[config.mk]
export PLATFORM = sky130hd
export DESIGN_NAME = lru_key_value_cache
export DESIGN_NICKNAME = d
export VERILOG_FILES = /design/src/rtl/core/lkv_pkg.sv /design/src/rtl/core/lru_key_value_cache.sv /design/src/rtl/core/lkv_store.sv
export SDC_FILE = /design/constraint.sdc
export NUM_CORES = 2
export LEC_CHECK = 0
export ABC_CLOCK_PERIOD_IN_PS = 5900
export BUFFER_PORTS_ARGS = -buffer_cell sky130_fd_sc_hd__buf_4
export CORE_UTILIZATION = 35
export DETAILED_ROUTE_END_ITERATION = 7
export GPL_TIMING_DRIVEN = 0
export PLACE_DENSITY = 0.59
export SYNTH_ARGS = -nofsm -noshare
export SYNTH_HDL_FRONTEND = slang
export SYNTH_SLANG_ARGS = --single-unit
[constraint.sdc]
create_clock -name clk -period 5.9 [get_ports clk]
set_input_delay 0.295 -clock clk [delete_from_list [all_inputs] [get_ports clk]]
set_output_delay 0.295 -clock clk [all_outputs]
set_load 0.01 [all_outputs]
[src/rtl/core/lkv_pkg.sv]
// ----------------------------------------------------------------------------
// lkv_pkg
// Shared types and constants for the LRU key-value cache: request and
// response payloads, operation codes and register defaults.
// ----------------------------------------------------------------------------
package lkv_pkg;

    localparam int KEY_WIDTH       = 32;
    localparam int VALUE_WIDTH     = 32;
    localparam int CAP_WIDTH       = 5;
    localparam int ENTRIES_DEFAULT = 16;

    localparam logic [CAP_WIDTH-1:0] CAP_RESET = CAP_WIDTH'(16);

    typedef enum logic {
        FUNC_GET = 1'b0,
        FUNC_SET = 1'b1
    } func_t;

    typedef struct packed {
        func_t                  func;
        logic [KEY_WIDTH-1:0]   key;
        logic [VALUE_WIDTH-1:0] value;
    } req_t;

    typedef struct packed {
        logic                   hit;
        logic [VALUE_WIDTH-1:0] read_value;
        logic                   evicted;
        logic [KEY_WIDTH-1:0]   evicted_key;
    } rsp_t;

endpackage

[src/rtl/core/lru_key_value_cache.sv]
// ----------------------------------------------------------------------------
// lru_key_value_cache
// Fully associative key-value cache with least-recently-used replacement.
// Get and set requests in, one response per request out.
//
//   port        dir  width             meaning
//   req*        in   1+KEY+VALUE       get/set transaction (valid/ready)
//   rsp*        out  1+VALUE+1+KEY     hit, read value, eviction report
//   cfg_we      in   1 + 5 data        capacity register write
//
// One transaction per cycle while the response is not stalled: requests land
// in an input register, and the key match, rank update and replacement are
// computed combinationally from it into the response register, which raises
// rsp_valid when it loads.
// Reset empties the cache (all entries invalid, capacity 16); no clear pass.
// A stalled response holds the held request; req_ready drops only when
// both registers are full and rsp_ready is low.
// ----------------------------------------------------------------------------
module lru_key_value_cache #(
    parameter int ENTRIES = lkv_pkg::ENTRIES_DEFAULT
) (
    input  logic                          clk,
    input  logic                          rst_n,
    input  logic                          req_valid,
    output logic                          req_ready,
    input  lkv_pkg::req_t                 req,
    output logic                          rsp_valid,
    input  logic                          rsp_ready,
    output lkv_pkg::rsp_t                 rsp,
    input  logic                          cfg_we,
    input  logic [lkv_pkg::CAP_WIDTH-1:0] cfg_wdata
);

    logic [lkv_pkg::CAP_WIDTH-1:0] cap_reg;
    lkv_pkg::req_t                 req_hold_reg;
    logic                          req_full_reg;
    logic                          req_full_next;
    lkv_pkg::rsp_t                 rsp_reg;
    logic                          rsp_valid_reg;
    logic                          rsp_valid_next;
    lkv_pkg::rsp_t                 store_rsp;
    logic                          advance;
    logic                          req_accept;

    // move the held request into the response register
    assign advance        = req_full_reg && (!rsp_valid_reg || rsp_ready);
    assign req_ready      = !req_full_reg || advance;
    assign req_accept     = req_valid && req_ready;
    assign req_full_next  = req_accept || (req_full_reg && !advance);
    assign rsp_valid_next = advance || (rsp_valid_reg && !rsp_ready);

    lkv_store #(
        .ENTRIES (ENTRIES)
    ) u_store (
        .clk      (clk),
        .rst_n    (rst_n),
        .fire     (advance),
        .req      (req_hold_reg),
        .capacity (cap_reg),
        .rsp      (store_rsp)
    );

    always_ff @(posedge clk or negedge rst_n)
    begin
        if (!rst_n)
        begin
            cap_reg       <= lkv_pkg::CAP_RESET;
            req_full_reg  <= 1'b0;
            rsp_valid_reg <= 1'b0;
        end
        else
        begin
            if (cfg_we)
            begin
                cap_reg <= cfg_wdata;
            end
            req_full_reg  <= req_full_next;
            rsp_valid_reg <= rsp_valid_next;
        end
    end

    always_ff @(posedge clk)
    begin
        if (req_accept)
        begin
            req_hold_reg <= req;
        end
        if (advance)
        begin
            rsp_reg <= store_rsp;
        end
    end

    assign rsp_valid = rsp_valid_reg;
    assign rsp       = rsp_reg;

endmodule

[src/rtl/core/lkv_store.sv]
// ----------------------------------------------------------------------------
// lkv_store
// Entry storage with parallel key match, recency ranks and replacement.
// Forms the response for the held request and commits its update on fire.
// ----------------------------------------------------------------------------
module lkv_store #(
    parameter int ENTRIES = lkv_pkg::ENTRIES_DEFAULT
) (
    input  logic                           clk,
    input  logic                           rst_n,
    input  logic                           fire,
    input  lkv_pkg::req_t                  req,
    input  logic [lkv_pkg::CAP_WIDTH-1:0]  capacity,
    output lkv_pkg::rsp_t                  rsp
);

    localparam int RANK_W = (ENTRIES > 1) ? $clog2(ENTRIES) : 1;
    localparam int OCC_W  = $clog2(ENTRIES + 1);
    localparam int CMP_W  = (lkv_pkg::CAP_WIDTH > OCC_W) ? lkv_pkg::CAP_WIDTH : OCC_W;

    logic [lkv_pkg::KEY_WIDTH-1:0]   key_reg [ENTRIES];
    logic [lkv_pkg::VALUE_WIDTH-1:0] val_reg [ENTRIES];
    logic [RANK_W-1:0]               rank_reg [ENTRIES];
    logic [RANK_W-1:0]               rank_next [ENTRIES];
    logic [ENTRIES-1:0]              valid_reg;
    logic [ENTRIES-1:0]              valid_next;
    logic [OCC_W-1:0]                occ_reg;
    logic [OCC_W-1:0]                occ_next;

    logic [ENTRIES-1:0]              match_vec;
    logic [ENTRIES-1:0]              lru_vec;
    logic [ENTRIES-1:0]              free_vec;
    logic [ENTRIES-1:0]              write_vec;
    logic [ENTRIES-1:0]              age_vec;
    logic                            hit;
    logic                            is_set;
    logic                            full;
    logic                            set_miss;
    logic [RANK_W-1:0]               hit_rank;
    logic [RANK_W-1:0]               lru_rank;
    logic [lkv_pkg::VALUE_WIDTH-1:0] hit_value;
    logic [lkv_pkg::KEY_WIDTH-1:0]   lru_key;
    logic [CMP_W-1:0]                cap_ext;
    logic [CMP_W-1:0]                cap_eff;

    assign is_set   = (req.func == lkv_pkg::FUNC_SET);
    assign lru_rank = RANK_W'(occ_reg - OCC_W'(1));

    // clamp capacity to 1..ENTRIES
    always_comb
    begin
        cap_ext = CMP_W'(capacity);
        priority if (cap_ext == '0)
        begin
            cap_eff = CMP_W'(1);
        end
        else if (cap_ext > CMP_W'(ENTRIES))
        begin
            cap_eff = CMP_W'(ENTRIES);
        end
        else
        begin
            cap_eff = cap_ext;
        end
    end

    assign full = (CMP_W'(occ_reg) >= cap_eff);

    // keys are unique among valid entries, so the match is at most one-hot
    always_comb
    begin
        hit_rank  = '0;
        hit_value = '0;
        lru_key   = '0;
        for (int i = 0; i < ENTRIES; i++)
        begin
            match_vec[i] = valid_reg[i] && (key_reg[i] == req.key);
            lru_vec[i]   = valid_reg[i] && (rank_reg[i] == lru_rank);
            hit_rank     = hit_rank  | (match_vec[i] ? rank_reg[i] : '0);
            hit_value    = hit_value | (match_vec[i] ? val_reg[i]  : '0);
            lru_key      = lru_key   | (lru_vec[i]   ? key_reg[i]  : '0);
        end
    end

    assign hit      = |match_vec;
    assign set_miss = is_set && !hit;
    // lowest-numbered invalid slot
    assign free_vec = ~valid_reg & (valid_reg + ENTRIES'(1));

    always_comb
    begin
        priority if (hit)
        begin
            write_vec = match_vec;
        end
        else if (full)
        begin
            write_vec = lru_vec;
        end
        else
        begin
            write_vec = free_vec;
        end
    end

    // on a hit age only the more recent entries; on an insert age everyone
    always_comb
    begin
        for (int i = 0; i < ENTRIES; i++)
        begin
            age_vec[i] = valid_reg[i] && (!hit || (rank_reg[i] < hit_rank));
        end
    end

    always_comb
    begin
        valid_next = valid_reg;
        occ_next   = occ_reg;
        for (int i = 0; i < ENTRIES; i++)
        begin
            rank_next[i] = rank_reg[i];
        end
        if (fire && (hit || is_set))
        begin
            for (int i = 0; i < ENTRIES; i++)
            begin
                if (write_vec[i])
                begin
                    rank_next[i] = '0;
                end
                else if (age_vec[i])
                begin
                    rank_next[i] = rank_reg[i] + RANK_W'(1);
                end
            end
            if (set_miss && !full)
            begin
                valid_next = valid_reg | free_vec;
                occ_next   = occ_reg + OCC_W'(1);
            end
        end
    end

    always_ff @(posedge clk or negedge rst_n)
    begin
        if (!rst_n)
        begin
            valid_reg <= '0;
            occ_reg   <= '0;
            for (int i = 0; i < ENTRIES; i++)
            begin
                rank_reg[i] <= '0;
            end
        end
        else
        begin
            valid_reg <= valid_next;
            occ_reg   <= occ_next;
            for (int i = 0; i < ENTRIES; i++)
            begin
                rank_reg[i] <= rank_next[i];
            end
        end
    end

    always_ff @(posedge clk)
    begin
        for (int i = 0; i < ENTRIES; i++)
        begin
            if (fire && is_set && write_vec[i])
            begin
                val_reg[i] <= req.value;
                if (!hit)
                begin
                    key_reg[i] <= req.key;
                end
            end
        end
    end

    always_comb
    begin
        rsp.hit         = hit;
        rsp.read_value  = (hit && !is_set) ? hit_value : '0;
        rsp.evicted     = set_miss && full;
        rsp.evicted_key = (set_miss && full) ? lru_key : '0;
    end

endmodule
==> impl_metrics.py <==
metrics = {
    "power": {
        "p_comb_share_pct": 26.2,
        "power.share.sequential_pct": 41.0,
        "p_int_mw": 17.1,
        "power.switching_mw": 9.61,
        "clockPowerShare_pct": 32.8,
        "leakagePower_nw": 22.3,
        "power_mw": 26.8,
        "cellPowerDensity_nw_per_um2": 391,
        "netSwitchingFraction_pct": 35.9,
        "vdd.ir_drop.worst_uv": 310,
    },
    "sta": {
        "maxSlewHeadroom_pct": -8.23,
        "setup_ws_ns": -0.139,
        "rsz0062_at_grt": "true",
        "finalSetupTns_ns": -1.40,
        "period_share_pct": 102,
        "fin_skew_ns": 0.0713,
        "hold_ws_ns": 0.156,
        "fmax_mhz": 166,
        "setup_viol": 28,
        "worst_pin_slew_ns": 1.61,
        "fin_crit_ns": 6.04,
        "drv_slew": 37,
        "hold_viol_final": 0,
    },
    "clocking": {
        "root_buffer": "clkbuf_16",
        "clockBufferDepth": 3,
        "cts_buffers": 140,
        "clk_latency_ns": 0.86,
        "clk_pin_slew_worst_paths_ns": 0.06,
        "htreeDepth": 4,
        "numClockSinks": 1247,
        "cts_tree": "built",
    },
    "worst_setup_path": {
        "cpMaxStageDelayCell": "xnor2_1",
        "start_kind": "flop",
        "cp.buffers_inverters": 5,
        "crit_required_ns": 6.61,
        "path_max_fanout": 13,
        "path_class": "reg2reg",
        "reg2regPathDepth": 18,
        "crit_path_cell_trace": "buf_4 > buf_6 > xnor2_1 > nand4_1 > nor4_2 > and3_1 > buf_2 > clkbuf_2 > a22oi_1 > nand3_1 > nor2_2 > buf_8 > ha_1 > a31oi_1 > o21ai_1 > o21ba_2 > and4_1 > a211o_1",
        "max_stage_delay_ns": 0.74,
        "endpoint_kind": "flop",
        "rr_startpoint": "req_hold_reg[43]",
        "r2r_end": "u_store.rank_reg[14]",
        "cp_data_arrival_time_ns": 6.75,
        "ff2ff_setup_slack_ns": -0.14,
        "critical_path.top_delay_family": "simple AND/OR/NAND/NOR gates",
    },
    "logic_synthesis": {
        "synth.area.top_cells": "edfxtp_1 (62%), xnor2_1 (7.0%), dfrtp_1 (4.0%)",
        "synthesis.nets": 4089,
        "yosys.area.top_type_share_pct": 61.5,
        "netlist_area_um2": 56400,
        "ys_seq_area_share_pct": 65.6,
        "synth_most_common_cell": "edfxtp_1",
        "ys_async_sr_fraction_pct": 7.38,
        "syn_avg_cell_area_um2": 14.2,
        "synth_edf_count": 1155,
        "ys_warn_count": 0,
        "synthCells": 3975,
        "synth-seq-cells": 1247,
        "yosys_most_used_dff": "edfxtp_1",
        "synth_largest_area_cell": "edfxtp_1",
        "synth_cell_types": 79,
        "synthTopCellsByCount": "edfxtp_1 (1155), xnor2_1 (449), a22o_1 (214), nand4_1 (207), nand3_1 (204)",
    },
    "cells_and_area": {
        "nets": 4552,
        "drive_gt1_share_pct": 18.0,
        "syn_to_final_growth_pct": 21.4,
        "final_cell_area_um2": 68400,
        "instances_no_fill": 6702,
    },
    "global_route": {
        "grtUsageTotal_pct": 36.1,
        "overflow": 0,
        "grt_max_degree": 93,
        "antenna_found_initial": 17,
        "grt_pass1_vias": 39364,
        "grt_first_pass_wirelength_um": 385000,
    },
    "detailed_routing": {
        "via_per_inst": 6.42,
        "drt-initial-drc-count": 7982,
        "wirelength_um": 299000,
        "vias": 43031,
        "drc_errors": 0,
        "postRouteAntennaNets": 0,
        "first_pass_iters": 8,
        "wl_per_cell_um": 44.6,
    },
    "placement": {
        "hpwl_um": 222000,
        "placed_cells": 6343,
        "port_buffers": 142,
        "place_area_um2": 62000,
        "gp_congestion": 1.12,
    },
    "floorplan": {
        "coreArea_um2": 159000,
        "rows": 146,
        "initial_core_util_pct": 35.4,
        "die_y_um": 403,
        "die_x_um": 403,
        "dieArea_um2": 163000,
        "io_pins": 143,
    },
    "min_path": {
        "hold_end": "req_hold_reg[6]",
        "hold_class": "in2reg",
        "min_from": "req[6]",
        "whs_path_depth": 2,
    },
    "run_status": {
        "outcome": "finished, violations left",
        "violations": "max-capacitance violations, max-slew violations, negative setup slack",
    },
    "run": {
        "cap_violations": 5,
    },
}
[metrics by stage]
stage,setup slack [ns],util [%]
finish,-0.139,43.0
global route,-0.00793,43.0
CTS,0.00348,42.7
detailed placement,-2.07,39.0
global placement,-5.55,37.8
floorplan,0.693,-
[layer usage]
layer	up-vias	track usage, %	share of wire (%)
met1	22170	48.1	39
met5	-	0	0.012
met3	726	8.87	11
li1	16708	-	-
met2	3421	52.1	42
met4	6	23.8	7.7
[worst max path at each step]
| stage | cells past startpoint | to | from | slack, ns |
|---|---|---|---|---|
| finish | 18 | u_store.rank_reg[14] | req_hold_reg[43] | -0.14 |
| global route | 19 | u_store.rank_reg[14] | req_hold_reg[37] | -0.008 |
| CTS | 13 | u_store.key_reg[1][60] | req_hold_reg[42] | 0.003 |
| detailed placement | 19 | u_store.rank_reg[14] | req_hold_reg[42] | -2.07 |
| global placement | 7 | u_store.key_reg[1][243] | rsp_ready | -5.55 |
| floorplan | 6 | u_store.key_reg[0][192] | rsp_valid | 0.69 |
[kinds of logic (layout without fill, tap and decap cells)]
group | after synthesis | after routing | synth area share [%]
AOI/OAI and AO/OA | 788 | 788 | 11.4
other | 0 | 12 | 0
DFF | 1247 | 1247 | 65.6
buffers and inverters | 309 | 878 | 2.92
adders and majority gates | 55 | 55 | 1.15
muxes | 32 | 32 | 0.613
xor gates and xnor gates | 555 | 555 | 8.64
and+or+nand+nor | 989 | 989 | 9.66
[cell usage in the layout (no fill, tap or decap), drive strengths merged, types with 106 or more instances in the layout]
cell type     n
edfxtp     1155
xnor2       449
buf         374
clkbuf      273
a22o        214
nand4       208
nand3       204
a221oi      198
nor2        178
a22oi       132
xor2        106
[power groups by stage]
stage / sequential [mW] / clock [mW] / combinational (mW)
2_1_floorplan: 10.9 / 0 / 3.10
3_3_place_gp: 11.2 / 0 / 6.19
3_5_place_dp: 11.1 / 0 / 6.54
4_1_cts: 10.9 / 8.77 / 6.68
5_1_grt: 11.0 / 9.11 / 7.01
6_report: 11.0 / 8.77 / 7.02
[layout make-up]
cell class / instances / area [um^2]
antenna: 12 / 30.0
fill: 14360 / 90700
inverter: 75 / 284
clock buffer: 170 / 3640
clock inverter: 78 / 888
buffer: 228 / 1470
sequential: 1247 / 37000
multi-input combinational: 2419 / 18900
tap: 2146 / 2690
timing repair buffer: 327 / 3580
[timing repair]
| item | CTS | global route |
|---|---|---|
| hold buffers | 75 | 1 |
| pin swaps | 5 | 6 |
| resized for setup | 127 | 37 |
| hold endpoints to repair | 163 | 3 |
| setup endpoints to repair | 1166 | 172 |
| buffers inserted | 14 | 14 |
(Power assumes the default switching activity.)
